File: src/sv/ow_pkg.sv
// ----------------------------------------------------------------------------
// ow_pkg - shared types and constants of the one-wire bus master
// Timing register layout, command codes and the result word.
// ----------------------------------------------------------------------------
`default_nettype none

package ow_pkg;

  localparam int unsigned TICK_W = 10;

  // command codes
  localparam logic [1:0] CMD_NONE  = 2'd0;
  localparam logic [1:0] CMD_RESET = 2'd1;
  localparam logic [1:0] CMD_WRITE = 2'd2;
  localparam logic [1:0] CMD_READ  = 2'd3;

  // timing register indexes
  localparam logic [2:0] REG_RESET_LOW     = 3'd0;
  localparam logic [2:0] REG_PRESENCE_WAIT = 3'd1;
  localparam logic [2:0] REG_RESET_TAIL    = 3'd2;
  localparam logic [2:0] REG_WRITE_LOW     = 3'd3;
  localparam logic [2:0] REG_WRITE_HOLD    = 3'd4;
  localparam logic [2:0] REG_READ_LOW      = 3'd5;
  localparam logic [2:0] REG_READ_SAMPLE   = 3'd6;
  localparam logic [2:0] REG_READ_RECOVERY = 3'd7;

  // reset values, in ticks
  localparam logic [TICK_W-1:0] RST_RESET_LOW     = 10'd500;
  localparam logic [TICK_W-1:0] RST_PRESENCE_WAIT = 10'd55;
  localparam logic [TICK_W-1:0] RST_RESET_TAIL    = 10'd400;
  localparam logic [TICK_W-1:0] RST_WRITE_LOW     = 10'd8;
  localparam logic [TICK_W-1:0] RST_WRITE_HOLD    = 10'd100;
  localparam logic [TICK_W-1:0] RST_READ_LOW      = 10'd4;
  localparam logic [TICK_W-1:0] RST_READ_SAMPLE   = 10'd15;
  localparam logic [TICK_W-1:0] RST_READ_RECOVERY = 10'd70;

  typedef struct packed {
    logic [TICK_W-1:0] reset_low;
    logic [TICK_W-1:0] presence_wait;
    logic [TICK_W-1:0] reset_tail;
    logic [TICK_W-1:0] write_low;
    logic [TICK_W-1:0] write_hold;
    logic [TICK_W-1:0] read_low;
    logic [TICK_W-1:0] read_sample;
    logic [TICK_W-1:0] read_recovery;
  } ow_cfg_t;

  // result word, drive_low in the lowest bit
  typedef struct packed {
    logic [7:0] rx_byte;
    logic       device_present;
    logic       done_res;
    logic       busy_res;
    logic       drive_low;
  } ow_res_t;

endpackage

`default_nettype wire

File: src/sv/ow_engine.sv
// ----------------------------------------------------------------------------
// ow_engine - slot sequencer of the one-wire bus master
// Advances the phase machine by one tick per step and registers the result.
// ----------------------------------------------------------------------------
`default_nettype none

module ow_engine
  import ow_pkg::*;
#(
  parameter int unsigned BYTE_GAP_TICKS = 50
) (
  input  wire logic       clk,
  input  wire logic       rst,
  input  wire ow_cfg_t    cfg,
  input  wire logic       step,
  input  wire logic [1:0] command,
  input  wire logic [7:0] tx_byte,
  input  wire logic       line_in,
  output ow_res_t         res
);

  localparam logic [TICK_W-1:0] GAP = TICK_W'(BYTE_GAP_TICKS);

  typedef enum logic [3:0] {
    PH_IDLE, PH_RST_LOW, PH_RST_WAIT, PH_RST_TAIL,
    PH_WR_LOW, PH_WR_HOLD, PH_WR_GAP,
    PH_RD_LOW, PH_RD_WAIT, PH_RD_REC
  } phase_t;

  phase_t            phase, phase_next;
  logic [TICK_W-1:0] tick_count, tick_next;
  logic [2:0]        bit_index, bit_next;
  logic [7:0]        shift_byte, shift_next;
  logic              presence_seen, presence_next;
  ow_res_t           res_next;

  logic [TICK_W-1:0] len;
  logic [TICK_W-1:0] tick_inc;
  logic              over;

  // length of the current phase
  always_comb begin
    case (phase)
      PH_RST_LOW:  len = cfg.reset_low;
      PH_RST_WAIT: len = cfg.presence_wait;
      PH_RST_TAIL: len = cfg.reset_tail;
      PH_WR_LOW:   len = cfg.write_low;
      PH_WR_HOLD:  len = cfg.write_hold;
      PH_WR_GAP:   len = GAP;
      PH_RD_LOW:   len = cfg.read_low;
      PH_RD_WAIT:  len = cfg.read_sample;
      PH_RD_REC:   len = cfg.read_recovery;
      default:     len = '0;
    endcase
  end

  assign tick_inc = tick_count + TICK_W'(1);
  // a zero length ends on the first tick
  assign over     = (tick_inc >= len);

  always_comb begin
    phase_next    = phase;
    tick_next     = over ? '0 : tick_inc;
    bit_next      = bit_index;
    shift_next    = shift_byte;
    presence_next = presence_seen;
    res_next      = '0;

    case (phase)
      PH_IDLE: begin
        tick_next = '0;
        if (command != CMD_NONE) begin
          bit_next      = '0;
          presence_next = 1'b0;
          shift_next    = (command == CMD_WRITE) ? tx_byte : 8'd0;
          case (command)
            CMD_RESET: phase_next = PH_RST_LOW;
            CMD_WRITE: phase_next = PH_WR_LOW;
            default:   phase_next = PH_RD_LOW;
          endcase
        end
      end
      PH_RST_LOW: begin
        if (over) phase_next = PH_RST_WAIT;
      end
      PH_RST_WAIT: begin
        if (over) begin
          presence_next = ~line_in;
          phase_next    = PH_RST_TAIL;
        end
      end
      PH_RST_TAIL: begin
        if (over) begin
          res_next.device_present = presence_seen & line_in;
          res_next.done_res       = 1'b1;
          phase_next              = PH_IDLE;
        end
      end
      PH_WR_LOW: begin
        if (over) phase_next = PH_WR_HOLD;
      end
      PH_WR_HOLD: begin
        if (over) begin
          bit_next = bit_index + 3'd1;
          if (bit_index == 3'd7) begin
            if (GAP == '0) begin
              res_next.done_res = 1'b1;
              phase_next        = PH_IDLE;
            end else begin
              phase_next = PH_WR_GAP;
            end
          end else begin
            phase_next = PH_WR_LOW;
          end
        end
      end
      PH_WR_GAP: begin
        if (over) begin
          res_next.done_res = 1'b1;
          phase_next        = PH_IDLE;
        end
      end
      PH_RD_LOW: begin
        if (over) phase_next = PH_RD_WAIT;
      end
      PH_RD_WAIT: begin
        if (over) begin
          shift_next[bit_index] = shift_byte[bit_index] | line_in;
          phase_next            = PH_RD_REC;
        end
      end
      PH_RD_REC: begin
        if (over) begin
          bit_next = bit_index + 3'd1;
          if (bit_index == 3'd7) begin
            res_next.rx_byte  = shift_byte;
            res_next.done_res = 1'b1;
            phase_next        = PH_IDLE;
          end else begin
            phase_next = PH_RD_LOW;
          end
        end
      end
      default: begin
        tick_next  = '0;
        phase_next = PH_IDLE;
      end
    endcase

    // line drive follows the phase after this tick
    case (phase_next)
      PH_RST_LOW, PH_WR_LOW, PH_RD_LOW: res_next.drive_low = 1'b1;
      PH_WR_HOLD: res_next.drive_low = ~shift_next[bit_next];
      default:    res_next.drive_low = 1'b0;
    endcase
    res_next.busy_res = (phase_next != PH_IDLE);
  end

  always_ff @(posedge clk) begin
    if (rst) begin
      phase         <= PH_IDLE;
      tick_count    <= '0;
      bit_index     <= '0;
      shift_byte    <= '0;
      presence_seen <= 1'b0;
      res           <= '0;
    end else if (step) begin
      phase         <= phase_next;
      tick_count    <= tick_next;
      bit_index     <= bit_next;
      shift_byte    <= shift_next;
      presence_seen <= presence_next;
      res           <= res_next;
    end
  end

  a_done_idle: assert property (@(posedge clk) disable iff (rst)
    res.done_res |-> !res.busy_res)
    else $error("done word still shows busy");

  a_drive_busy: assert property (@(posedge clk) disable iff (rst)
    res.drive_low |-> res.busy_res)
    else $error("line driven while idle");

  a_present_done: assert property (@(posedge clk) disable iff (rst)
    res.device_present |-> res.done_res)
    else $error("presence reported without done");

  a_start: assert property (@(posedge clk) disable iff (rst)
    step && phase == PH_IDLE && command != CMD_NONE |=> res.busy_res && res.drive_low)
    else $error("command did not start a slot");

  a_rx_done: assert property (@(posedge clk) disable iff (rst)
    res.rx_byte != 8'd0 |-> res.done_res)
    else $error("read byte shown without done");

endmodule

`default_nettype wire

File: src/sv/one_wire_bus_master_top.sv
// ----------------------------------------------------------------------------
// one_wire_bus_master_top - one-wire bus master, stepped once per timer tick
// Stream wrapper with the timing registers and the result word register.
// ----------------------------------------------------------------------------
// Each input word is one timer tick: it carries the command (acted on only
// while idle), the byte to send and the line level sampled on that tick. Every
// accepted word yields exactly one result word with the line drive, busy, done,
// presence and read byte after that tick. One word is taken per clock cycle;
// the cycle holds the phase machine's single length compare and next-state
// logic, and the result word register lets a new tick enter in the same cycle
// that the previous result is taken. If the result side stalls, the input side
// stalls with it. A reset pulse, a byte write and a byte read run as timed phases
// whose lengths come from eight 10-bit timing registers (a zero length counts
// as one tick); the gap after a written byte is BYTE_GAP_TICKS (0 skips it).
// Timing registers are written via cfg_we/cfg_index/cfg_data only while idle; the user ensures it, not the block.
// ----------------------------------------------------------------------------
`default_nettype none

module one_wire_bus_master_top
  import ow_pkg::*;
#(
  parameter int unsigned BYTE_GAP_TICKS = 50
) (
  input  wire logic              clk,
  input  wire logic              rst,
  // tdata: command[1:0], tx_byte[9:2], line_in[10], zero fill
  input  wire logic [15:0]       s_tdata,
  input  wire logic              s_tvalid,
  output logic                   s_tready,
  // tdata: drive_low[0], busy_res[1], done_res[2], device_present[3],
  //        rx_byte[11:4], zero fill
  output logic [15:0]            m_tdata,
  output logic                   m_tvalid,
  input  wire logic              m_tready,
  input  wire logic              cfg_we,
  input  wire logic [2:0]        cfg_index,
  input  wire logic [TICK_W-1:0] cfg_data
);

  ow_cfg_t cfg;
  ow_res_t res;
  logic    accept;

  // timing registers
  always_ff @(posedge clk) begin
    if (rst) begin
      cfg.reset_low     <= RST_RESET_LOW;
      cfg.presence_wait <= RST_PRESENCE_WAIT;
      cfg.reset_tail    <= RST_RESET_TAIL;
      cfg.write_low     <= RST_WRITE_LOW;
      cfg.write_hold    <= RST_WRITE_HOLD;
      cfg.read_low      <= RST_READ_LOW;
      cfg.read_sample   <= RST_READ_SAMPLE;
      cfg.read_recovery <= RST_READ_RECOVERY;
    end else if (cfg_we) begin
      case (cfg_index)
        REG_RESET_LOW:     cfg.reset_low     <= cfg_data;
        REG_PRESENCE_WAIT: cfg.presence_wait <= cfg_data;
        REG_RESET_TAIL:    cfg.reset_tail    <= cfg_data;
        REG_WRITE_LOW:     cfg.write_low     <= cfg_data;
        REG_WRITE_HOLD:    cfg.write_hold    <= cfg_data;
        REG_READ_LOW:      cfg.read_low      <= cfg_data;
        REG_READ_SAMPLE:   cfg.read_sample   <= cfg_data;
        REG_READ_RECOVERY: cfg.read_recovery <= cfg_data;
        default: ;
      endcase
    end
  end

  // a tick is taken whenever the result register is free or draining
  assign s_tready = !m_tvalid || m_tready;
  assign accept   = s_tvalid && s_tready;

  always_ff @(posedge clk) begin
    if (rst) begin
      m_tvalid <= 1'b0;
    end else begin
      m_tvalid <= accept || (m_tvalid && !m_tready);
    end
  end

  ow_engine #(
    .BYTE_GAP_TICKS(BYTE_GAP_TICKS)
  ) u_engine (
    .clk     (clk),
    .rst     (rst),
    .cfg     (cfg),
    .step    (accept),
    .command (s_tdata[1:0]),
    .tx_byte (s_tdata[9:2]),
    .line_in (s_tdata[10]),
    .res     (res)
  );

  assign m_tdata = {4'b0000, res};

endmodule

`default_nettype wire

File: config.mk
export PLATFORM = sky130hd
export DESIGN_NAME = one_wire_bus_master_top
export DESIGN_NICKNAME = d
export VERILOG_FILES = /design/src/sv/ow_pkg.sv /design/src/sv/ow_engine.sv /design/src/sv/one_wire_bus_master_top.sv
export SDC_FILE = /design/constraint.sdc
export NUM_CORES = 1
export LEC_CHECK = 0
export BUFFER_PORTS_ARGS = -buffer_cell sky130_fd_sc_hd__buf_4
export CAP_MARGIN = 10
export CORE_MARGIN = 2
export CORE_UTILIZATION = 40
export CTS_CLUSTER_SIZE = 16
export DETAILED_ROUTE_END_ITERATION = 8
export PLACE_DENSITY = 0.55
export RECOVER_POWER = 25
export SLEW_MARGIN = 20
export SYNTH_ARGS = -nofsm -noshare
export SYNTH_HDL_FRONTEND = slang
export SYNTH_SLANG_ARGS = --single-unit
File: constraint.sdc
create_clock -name clk -period 6.5 [get_ports clk]
set_input_delay 0.65 -clock clk [delete_from_list [all_inputs] [get_ports clk]]
set_output_delay 0.65 -clock clk [all_outputs]
set_load 0.01 [all_outputs]
; ---- Word level (Yosys, flattened, before mapping)
; Index checks and enable logic that the tools add are counted.
[totals]
reg_bits = 119
in_bits = 34
output_inout_bits = 18
elab_cells = 122
[op_classes]
n_addsub = 2
n_lt_le_gt_ge = 4
eq_ne = 25
n_mux = 43
n_bitwise = 4
reduce_logical = 25
[op_table]
columns = operator, count
row1 = $pmux W10 S9, 1
row2 = $mux W8, 6
row3 = $mux W4, 9
row4 = $pmux W4 S9, 1
row5 = $eq A4 B3 Y1 const B, 7
row6 = $mux W10, 2
row7 = $pmux W8 S2, 1
row8 = $reduce_and A2 Y1, 8
row9 = $eq A3 B3 Y1 const B, 5
row10 = $pmux W3 S2, 2
row11 = $add A10 B1 Y10 const B, 1
row12 = $ge A10 B10 Y1, 1
row13 = $mux W1, 9
row14 = $mux W3, 3
row15 = $reduce_or A9 Y1, 1
row16 = $bwmux W8, 1
row17 = $eq A4 B1 Y1 const B, 2
row18 = $eq A4 B2 Y1 const B, 2
row19 = $eq A4 B4 Y1 const B, 2
row20 = $lt A3 B4 Y1 const B, 2
row21 = $bmux W1 S3, 2
row22 = $eq A3 B2 Y1 const B, 2
row23 = $logic_not A4 Y1, 1
row24 = $mux W2, 2
row25 = other kinds (21), 30

; ---- Longest topological paths before layout
; Gate-level depths: netlist (run 1).
[logic_depth]
ltp_word = 11
depth_mapped = 19
ltp_nobuf = 16

; ---- Hierarchy
; From an unflattened synthesis (run 1), not the netlist that was laid out.
[hier_totals]
cells_unflattened = 728
area_unflattened_um2 = 6427.4
[by_module_without_submodules]
columns = module, n_inst, cells_per_inst, area_each_um2, seq_area_each_um2
row1 = one_wire_bus_master_top, 1, 305, 3229.3, 1621.6
row2 = ow_engine, 1, 423, 3198.1, 760.7

; ---- Least setup slack after synthesis (run 1)
; OpenSTA, ideal clock, no wires.
[synth_timing]
kind = register to register
from = register u_engine.phase[1]
to = register u_engine.res[0] (netlist name)
arrival_ns = 4.022
slack_ns = 2.386
stages_incl_launch_ff = 17
n_path_buf = 2
period_less_slack_ns = 4.114
path_cell_list = dfxtp_1 > clkbuf_1 > clkbuf_1 > nor3_1 > a22oi_1 > o21ai_0 > a21oi_1 > ha_1 > a211o_1 > o211ai_2 > o21ai_2 > a21o_1 > a221o_1 > o21a_1 > o2111a_1 > or4_1 > o32ai_1
[synth_between]
elab_chain_cells = 9
[synth_lines]
columns = item, line
row1 = start: declaration, ow_engine.sv:30  ; phase_t phase, phase_next;
row2 = start signal: assignment, ow_engine.sv:168  ; phase <= phase_next;
row3 = "$eq A4 B4 Y1, or another cell as far along", "ow_engine.sv:43, ow_engine.sv:69"
row4 = $pmux W10 S9, ow_engine.sv:43  ; case (phase)
row5 = $ge A10 B10 Y1, ow_engine.sv:59  ; assign over = (tick_inc >= len);
row6 = $mux W8 / $mux W3 (equally long branches), "ow_engine.sv:127, ow_engine.sv:103, ow_engine.sv:133"
row7 = $pmux W8 S2 / $pmux W3 S2 (equally long branches), ow_engine.sv:69  ; case (phase)
row8 = $bmux W1 S3, ow_engine.sv:153  ; PH_WR_HOLD: res_next.drive_low = ~shift_next[bit_next];
row9 = $mux W1 (implied by the code), ow_engine.sv:153
row10 = $not A1 Y1, ow_engine.sv:153
row11 = $pmux W1 S2 *, ow_engine.sv:151  ; case (phase_next)
; Mark *: on every way between the ends. The rest lies on a longest branch, timed or not. The select of a mux whose other input is x is not followed.
; A chain may end at the register's enable or synchronous reset.

; ---- Worst setup path in the final report (run 1)
[layout_timing]
from = register u_engine.phase[3]
to = register u_engine.res[0] (netlist name)
[layout_between]
elab_chain_cells = 9
[layout_lines]
columns = item, line
row1 = "$eq A4 B4 Y1, or another cell as far along", "ow_engine.sv:43, ow_engine.sv:69"
row2 = $pmux W10 S9, ow_engine.sv:43
row3 = $ge A10 B10 Y1, ow_engine.sv:59
row4 = $mux W8 / $mux W3 (equally long branches), "ow_engine.sv:127, ow_engine.sv:103, ow_engine.sv:133"
row5 = $pmux W8 S2 / $pmux W3 S2 (equally long branches), ow_engine.sv:69
row6 = $bmux W1 S3, ow_engine.sv:153
row7 = $mux W1 (implied by the code), ow_engine.sv:153
row8 = $not A1 Y1, ow_engine.sv:153
row9 = $pmux W1 S2 *, ow_engine.sv:151
; Marks and branches as above.

==> reports/results.tsv, run 1 <==
metric	value	unit
antenna_found_initial	0	
cp.arrival	5620	ps
yosysWarnings	0	
async_flop_share	0	%
critPathMaxFanout	26	
core-area	15300	um^2
n_fill_cell	1559	
grt_pass1_vias	5572	
status	finished, violations left	
start_util	41.1	%
pwr_density_cell	276	nW/um^2
hold_path_class	reg -> reg	
whs	454	ps
cp_slowest_cell	nor3_1	
layout_min_cycle_time	5290	ps
viasPerCell	5.65	
yosys_most_used_dff	dfxtp_1	
cp.required	6820	ps
ys_seq_elements	119	
ys_seq_area_share	37.8	%
startpoint_type	register	
syn_avg_cell_area	7.84	um^2
max_cap_violations	1	
tritoncts	yes	
place.port_buffers	42	
rsz0062_at_grt	no	
critPathCaptureType	register	
post_cts_resized	0	
synthCells	803	
cts_max_level	4	
finalMaxSlewViolations	51	
critPathKind	reg -> reg	
grt_max_degree	57	
period_share	81.4	%
drt-pass1-iter-count	5	
fin_skew	8.01	ps
ant_nets	0	
num_vias	5885	
hold_buffers	0	
tns	0	ps
drive_gt1_share	11.0	%
path_cells	inv_2 -> nand2_1 -> nor3_1 -> a222oi_1 -> o21ai_0 -> a21oi_1 -> ha_1 -> a41oi_1 -> o21ai_2 -> a21o_1 -> nor2_1 -> a311oi_2 -> nand2b_1 -> or4_1 -> o32ai_1	
routabilityCongestion	0.863	
gr-total-overflow	0	
grt_pass1_wl	29800	um
ios	52	
routed_wl	18700	um
rows	45	
slew_headroom	-54.8	%
cts_buffers	17	
fp.dieW	129	um
antennaDiodeCount	0	
nets	868	
wl_per_cell	18.0	um
post-cts-setup-buffers	0	
design_power_total	1.99	mW
clock.fmax	0.189	GHz
violations	capacitance limit, slew limit	
slowest_delay	780	ps
worstMarginPinSlew	2320	ps
die_h	129	um
clkLatencyLatePin	420	ps
drc_errors	0	
synth_cell_types	79	
hold_violations	0	
numClockSinks	119	
dieArea	16800	um^2
vdd_ir_drop_max	0.000215	V
dp_hpwl	12600	um
track_usage	23.0	%
seqCellArea	2380	um^2
syn-cell-area	6300	um^2
clk_path_buf_depth	2	
clk_pin_slew	60	ps
multi_input_area	3630	um^2
drtIter0Drc	487	
power.leakage	2.72	nW
syn_to_final_growth	14.1	%
setup_viol	0	
clock-root-buffer	clkbuf_16	
synth-edff-count	0	
==> per-stage QoR <==
step | cell area (um^2) | worst slack [ps] | std cells | utilization [%]
6_report | 7180 | 1210 | 1041 | 46.9
5_1_grt | 7180 | 867 | 1041 | 46.9
2_1_floorplan | 6310 | 2390 | 806 | -
3_3_place_gp | 6680 | 1420 | 1009 | 43.6
3_5_place_dp | 6690 | 1320 | 1009 | 43.7
4_1_cts | 7230 | 1320 | 1041 | 47.2
==> Yosys cell counts (4+ instances only) <==
cell / instances / area, um^2
o21ai_1: 4 / 20.0
o21ai_0: 20 / 100
a31oi_1: 4 / 25.0
mux2i_1: 27 / 270
nor4_1: 4 / 25.0
o22ai_1: 5 / 31.3
xor2_1: 7 / 61.3
a21oi_1: 85 / 425
a22oi_1: 27 / 203
and3_1: 12 / 75.1
inv_1: 9 / 33.8
nor3b_1: 6 / 45.0
a211oi_1: 8 / 60.1
a221o_1: 4 / 40.0
ha_1: 17 / 213
nand3_1: 14 / 70.1
or3_1: 4 / 25.0
a22o_1: 5 / 43.8
buf_4: 4 / 30.0
nor3_1: 17 / 85.1
nand2_1: 168 / 631
clkbuf_1: 42 / 158
dfxtp_1: 119 / 2380
nor2b_1: 9 / 56.3
a32o_1: 4 / 40.0
nand3b_1: 14 / 105
nor2_1: 78 / 293
nand2b_1: 16 / 100
==> routing by layer <==
layer	GRT usage (%)	wire length, um	up-vias
met5	0	0	-
met4	6.39	248	0
met3	4.54	992	20
met2	38.2	8860	185
met1	30.6	8600	2814
li1	-	-	2866
==> cells by family (layout without fill, tap and decap cells) <==
| kind of cell | Yosys count | in the layout | share of synthesized area (%) |
|---|---|---|---|
| XOR/XNOR | 9 | 9 | 1.25 |
| multiplexers | 31 | 31 | 5.01 |
| AND/OR/NAND/NOR | 353 | 353 | 25.5 |
| AO/OA/AOI/OAI | 205 | 205 | 22.0 |
| buffers and inverters | 68 | 92 | 4.95 |
| adder cells (fa/ha/maj) | 17 | 17 | 3.38 |
| flip-flops | 119 | 119 | 37.8 |
| other | 1 | 4 | 0.0595 |
==> flip-flops by register name, summed over array words and instances (netlist names) <==
| signal | count |
|---|---|
| u_engine.tick_count | 10 |
| u_engine.bit_index | 3 |
| u_engine.phase | 4 |
| m_tvalid | 1 |
| u_engine.shift_byte | 8 |
| u_engine.res | 12 |
| u_engine.presence_seen | 1 |
| cfg | 80 |
==> path summary, 6_finish.rpt <==
check	endpoint	slack, ps	from	cells after the start
worst min register to register	cfg[66]	450	cfg[66]	2
worst min-delay path	cfg[66]	450	cfg[66]	2
worst max register to register	u_engine.res[0]	1210	u_engine.phase[3]	15
worst max-delay path	u_engine.res[0]	1210	u_engine.phase[3]	15
==> worst max-delay path, delay by kind of cell (launching register included) <==
kind / cells / cell delay [ps]
AO/OA/AOI/OAI: 8 / 2170
AND/OR/NAND/NOR: 5 / 1720
flip-flops: 1 / 660
adder cells (fa/ha/maj): 1 / 360
buffers and inverters: 1 / 290
==> power breakdown <==
group,leakage [nW],total [mW],internal [mW],switching (mW)
logic,1.49,0.326,0.116,0.210
registers,0.966,0.783,0.752,0.0314
clock network,0.264,0.877,0.495,0.381
total,2.72,1.99,1.36,0.622
==> cell usage in the layout, fill, tap and decap left out, types with 12 or more instances in the layout <==
cell type / netlist / routed
a21oi_1: 85 / 85
a22oi_1: 27 / 27
and3_1: 12 / 12
buf_4: 4 / 37
clkbuf_1: 42 / 13
clkbuf_16: 0 / 17
dfxtp_1: 119 / 119
ha_1: 17 / 17
mux2i_1: 27 / 27
nand2_1: 168 / 168
nand2b_1: 16 / 16
nand3_1: 14 / 14
nand3b_1: 14 / 14
nor2_1: 78 / 77
nor3_1: 17 / 15
o21ai_0: 20 / 20
==> layout make-up <==
class,instances,area share [%]
multi-input combinational,619,50.5
sequential,119,33.2
clock buffer,17,5.92
timing repair buffer,50,4.55
tap,211,3.67
clock inverter,15,1.69
inverter,10,0.522
Note: power is estimated with default switching activity, not from simulation.
==> run 2, diff against run 1 <==
==> constraint.sdc (replaced) <==
create_clock -name clk -period 4.9 [get_ports clk]
set_input_delay 0.49 -clock clk [delete_from_list [all_inputs] [get_ports clk]]
set_output_delay 0.49 -clock clk [all_outputs]
set_load 0.01 [all_outputs]
==> reports/results.tsv, run 2 (synthesis gave the netlist of run 1 again) <==
metric	value	unit
fp.dieW	129	um
post-route-util	47.5	%
cts_max_level	4	
layout_min_cycle_time	4490	ps
tns	0	ps
antenna_found_initial	0	
ios	52	
grt_pass1_vias	5518	
nets	877	
path_cells	nand2b_1 -> nor3_1 -> buf_4 -> a222oi_1 -> o21ai_0 -> a21oi_1 -> ha_1 -> a41oi_1 -> o21ai_2 -> a21o_1 -> buf_4 -> a32oi_4 -> nand2_1 -> o2111a_1 -> or4_1 -> o32ai_1	
whs	322	ps
dp_slack	375	ps
crit_buf_inv	2	
ant_nets	0	
vdd_ir_drop_max	0.000255	V
num_vias	5918	
gr-total-overflow	0	
grt_pass1_wl	29500	um
critPathCaptureType	register	
r2r_cells	16	
cp_slowest_cell	dfxtp_1	
violations	capacitance limit, slew limit	
drt-pass1-iter-count	7	
place.port_buffers	42	
rows	45	
timing.rr.end	u_engine.res[0]	
final_common_cell	nand2_1	
finalMaxSlewViolations	79	
pwr_density_cell	373	nW/um^2
grt_max_degree	79	
numClockSinks	119	
period_share	91.6	%
fin_skew	8.02	ps
design_power_total	2.71	mW
clkLatencyLatePin	420	ps
max_cap_violations	1	
hold_violations	0	
drc_errors	0	
routabilityCongestion	0.860	
reg2reg_slack	410	ps
cp.arrival	4820	ps
antennaDiodeCount	0	
clock-root-buffer	clkbuf_16	
post-cts-setup-buffers	0	
dieArea	16800	um^2
n_fill_cell	1540	
tritoncts	yes	
r2r-start	u_engine.phase[2]	
setup_viol	0	
hold_path_class	in -> reg	
rsz0062_at_grt	no	
dp_hpwl	12800	um
cts_buffers	17	
clk_path_buf_depth	2	
cp_top_family	compound AO/OA/AOI/OAI gates	
cp.required	5230	ps
syn_to_final_growth	15.5	%
worstMarginPinSlew	3660	ps
wl_per_cell	17.6	um
status	finished, violations left	
clk_pin_slew	60	ps
viasPerCell	5.64	
critPathMaxFanout	14	
track_usage	22.7	%
slowest_delay	600	ps
start_util	41.1	%
drive_gt1_share	11.8	%
clock.fmax	0.223	GHz
core-area	15300	um^2
reg_top3	cfg (80), u_engine.res (12), u_engine.tick_count (10)	
min_from	s_tvalid	
min_to	m_tvalid	
routed_wl	18500	um
hold_buffers	0	
timing.final.ws_setup	410	ps
slew_headroom	-144	%
holdPathStages	3	
largest_register_ffs	80	
drtIter0Drc	477	
crit_top_cell	buf_4	
critPathKind	reg -> reg	
power.leakage	2.78	nW
most-common-layout-cells	168 x nand2_1, 119 x dfxtp_1, 85 x a21oi_1, 77 x nor2_1, 47 x buf_4	
largest_register	cfg	
critical_path_depth	16	
post_cts_resized	0	
die_h	129	um
startpoint_type	register	
## run 2: worst register-to-register path, delay by kind of cell (launching register included)
family                     cells  cell delay [ps]
AOI/OAI and AO/OA              9             2150
adders and majority gates      1              270
buffers and inverters          2              400
DFF                            1              600
and+or+nand+nor                4              990
## run 2: per-layer routing
| layer | share of wire, % | GRT usage [%] | up-vias |
|---|---|---|---|
| met3 | 5.0 | 4.62 | 21 |
| met2 | 48 | 36.9 | 193 |
| met1 | 46 | 30.1 | 2808 |
| met4 | 1.7 | 7.65 | 0 |
| met5 | 0 | 0 | - |
| li1 | - | - | 2896 |
## run 2: through the flow
stage                     area, um^2  cells
after detailed placement        6750   1018
after CTS                       7320   1050
after floorplan                 6310    806
final                           7280   1050
after global placement          6750   1018
after global routing            7280   1050
## run 2: final cells by class
type | count | area (um^2) | share of cell area (%)
clock buffer | 18 | 429 | 5.90
clock inverter | 14 | 143 | 1.96
inverter | 10 | 37.5 | 0.516
multi-input combinational | 619 | 3620 | 49.8
sequential | 119 | 2380 | 32.7
tap | 211 | 264 | 3.63
timing repair buffer | 59 | 398 | 5.47
## run 2: how the worst max path moves through the flow
stage,startpoint,endpoint
2_1_floorplan,u_engine.phase[1],u_engine.res[0]
3_3_place_gp,u_engine.phase[2],u_engine.res[0]
3_5_place_dp,u_engine.phase[2],u_engine.res[0]
4_1_cts,u_engine.phase[2],u_engine.res[0]
5_1_grt,u_engine.phase[2],u_engine.res[0]
6_report,u_engine.phase[2],u_engine.res[0]
## run 2: power by group
group	total, mW	internal (mW)	switching (mW)
clock	1.22	0.712	0.510
combinational	0.458	0.169	0.289
sequential	1.03	0.997	0.0324
total	2.71	1.88	0.832
==> run 3, diff against run 2 <==
--- a/config.mk
+++ b/config.mk
@@ -8,10 +8,10 @@
 export BUFFER_PORTS_ARGS = -buffer_cell sky130_fd_sc_hd__buf_4
 export CAP_MARGIN = 10
 export CORE_MARGIN = 2
-export CORE_UTILIZATION = 40
+export CORE_UTILIZATION = 57
 export CTS_CLUSTER_SIZE = 16
 export DETAILED_ROUTE_END_ITERATION = 8
-export PLACE_DENSITY = 0.55
+export PLACE_DENSITY = 0.75
 export RECOVER_POWER = 25
 export SLEW_MARGIN = 20
 export SYNTH_ARGS = -nofsm -noshare
==> reports/results.tsv, run 3 (synthesis gave the netlist of run 1 again) <==
metric	value	unit
dp_hpwl	11700	um
critPathMaxFanout	9	
gr-total-overflow	0	
final_common_cell	nand2_1	
path_cells	inv_2 -> nand2_1 -> nor3_1 -> a222oi_1 -> o21ai_0 -> a21oi_1 -> ha_1 -> a41oi_1 -> o21ai_2 -> a21o_1 -> buf_4 -> nor2_1 -> a311oi_2 -> nand2b_1 -> or4_1 -> o32ai_1	
routabilityCongestion	0.909	
n_fill_cell	872	
post_cts_resized	0	
worstMarginPinSlew	1160	ps
fin_skew	11.2	ps
clkLatencyLatePin	550	ps
drive_gt1_share	12.5	%
layout_min_cycle_time	4460	ps
cts_buffers	17	
largest_register_ffs	80	
finalMaxSlewViolations	0	
timing.final.ws_setup	439	ps
hold_path_class	in -> reg	
track_usage	30.5	%
tritoncts	yes	
grt_pass1_wl	28000	um
start_util	58.3	%
setup_viol	0	
timing.rr.end	u_engine.res[0]	
drtIter0Drc	625	
routed_wl	17100	um
power.leakage	2.81	nW
fp.dieW	109	um
num_vias	5976	
most-common-layout-cells	168 x nand2_1, 119 x dfxtp_1, 85 x a21oi_1, 78 x nor2_1, 54 x buf_4	
post-cts-setup-buffers	0	
grt_max_degree	106	
dp_slack	555	ps
core-area	10800	um^2
nets	873	
hold_violations	0	
cp_slowest_cell	nor3_1	
critPathKind	reg -> reg	
dieArea	11900	um^2
slowest_delay	610	ps
ios	52	
viasPerCell	6.13	
whs	201	ps
critPathCaptureType	register	
multi_input_area	3630	um^2
antennaDiodeCount	0	
startpoint_type	register	
post-route-util	66.8	%
rows	38	
die_h	109	um
clk_path_buf_depth	2	
cp.required	5340	ps
dp.cells	943	
ant_nets	0	
rsz0062_at_grt	no	
cp.arrival	4900	ps
reg_top3	cfg (80), u_engine.res (12), u_engine.tick_count (10)	
r2r_cells	16	
largest_register	cfg	
status	finished, final reports clean	
fin_cells	975	
clock.fmax	0.224	GHz
numClockSinks	119	
slew_headroom	22.6	%
reg2reg_slack	440	ps
cts_max_level	4	
drt-pass1-iter-count	5	
drc_errors	0	
grt_pass1_vias	5666	
seqCellArea	2380	um^2
vdd_ir_drop_max	0.000329	V
endpoint	u_engine.res[0]	
syn_to_final_growth	14.5	%
max_cap_violations	0	
clock-root-buffer	clkbuf_8	
pwr_density_cell	375	nW/um^2
hold_buffers	0	
startpoint	u_engine.phase[3]	
antenna_found_initial	0	
wl_per_cell	17.5	um
place.port_buffers	42	
clk_pin_slew	60	ps
period_share	91.0	%
tns	0	ps
r2r-start	u_engine.phase[3]	
-- run 3: cell types whose count changed in the layout (fill, tap and decap cells not counted), moves of 2 or more --
cell | previous run | this run
buf_4 | 47 | 54
clkbuf_1 | 13 | 4
clkinvlp_4 | 2 | 4
clkinv_4 | 3 | 1
clkinv_2 | 1 | 3
inv_6 | 5 | 1
bufinv_16 | 1 | 3
inv_8 | 2 | 0
-- run 3: worst min-delay path by stage --
| stage | from | slack, ps | cells past startpoint | end |
|---|---|---|---|---|
| 2_1_floorplan | cfg[21] | 430 | 2 | cfg[21] |
| 3_3_place_gp | cfg[21] | 440 | 2 | cfg[21] |
| 3_5_place_dp | cfg[24] | 440 | 2 | cfg[24] |
| 4_1_cts | s_tvalid | 200 | 3 | m_tvalid |
| 5_1_grt | s_tvalid | 210 | 3 | m_tvalid |
| 6_report | s_tvalid | 200 | 3 | m_tvalid |
-- run 3: cell type report --
type / count / area share [%]
clock inverter: 12 / 2.12
sequential: 119 / 33.0
timing repair buffer: 55 / 5.67
inverter: 10 / 0.520
multi-input combinational: 619 / 50.3
clock buffer: 20 / 5.90
tap: 140 / 2.43
-- run 3: critical path: cells and delay by family, from the launching register on --
family | cells | cell delay (ps)
adders and majority gates | 1 | 330
AOI/OAI and AO/OA | 8 | 1900
buffers and inverters | 2 | 340
and+or+nand+nor | 5 | 1460
DFF | 1 | 340
-- run 3: routing by layer --
metal | global-route usage (%) | vias to the layer above | wire length [um]
li1 | - | 2874 | -
met1 | 39.6 | 2819 | 7410
met2 | 48.5 | 238 | 8040
met3 | 6.52 | 45 | 1170
met4 | 14.1 | 0 | 472
met5 | 0 | - | 0
-- run 3: through the flow --
stage                     instance area [um^2]  power [mW]
after global placement                    6630        1.48
after floorplan                           6310        1.37
after global routing                      7210        2.81
final                                     7210        2.71
after detailed placement                  6640        1.49
after CTS                                 7220        2.71
-- run 3: report_power, final --
group | leakage, nW | internal [mW] | switching (mW)
clock | 0.271 | 0.773 | 0.452
combinational | 1.57 | 0.169 | 0.287
sequential | 0.966 | 0.998 | 0.0283
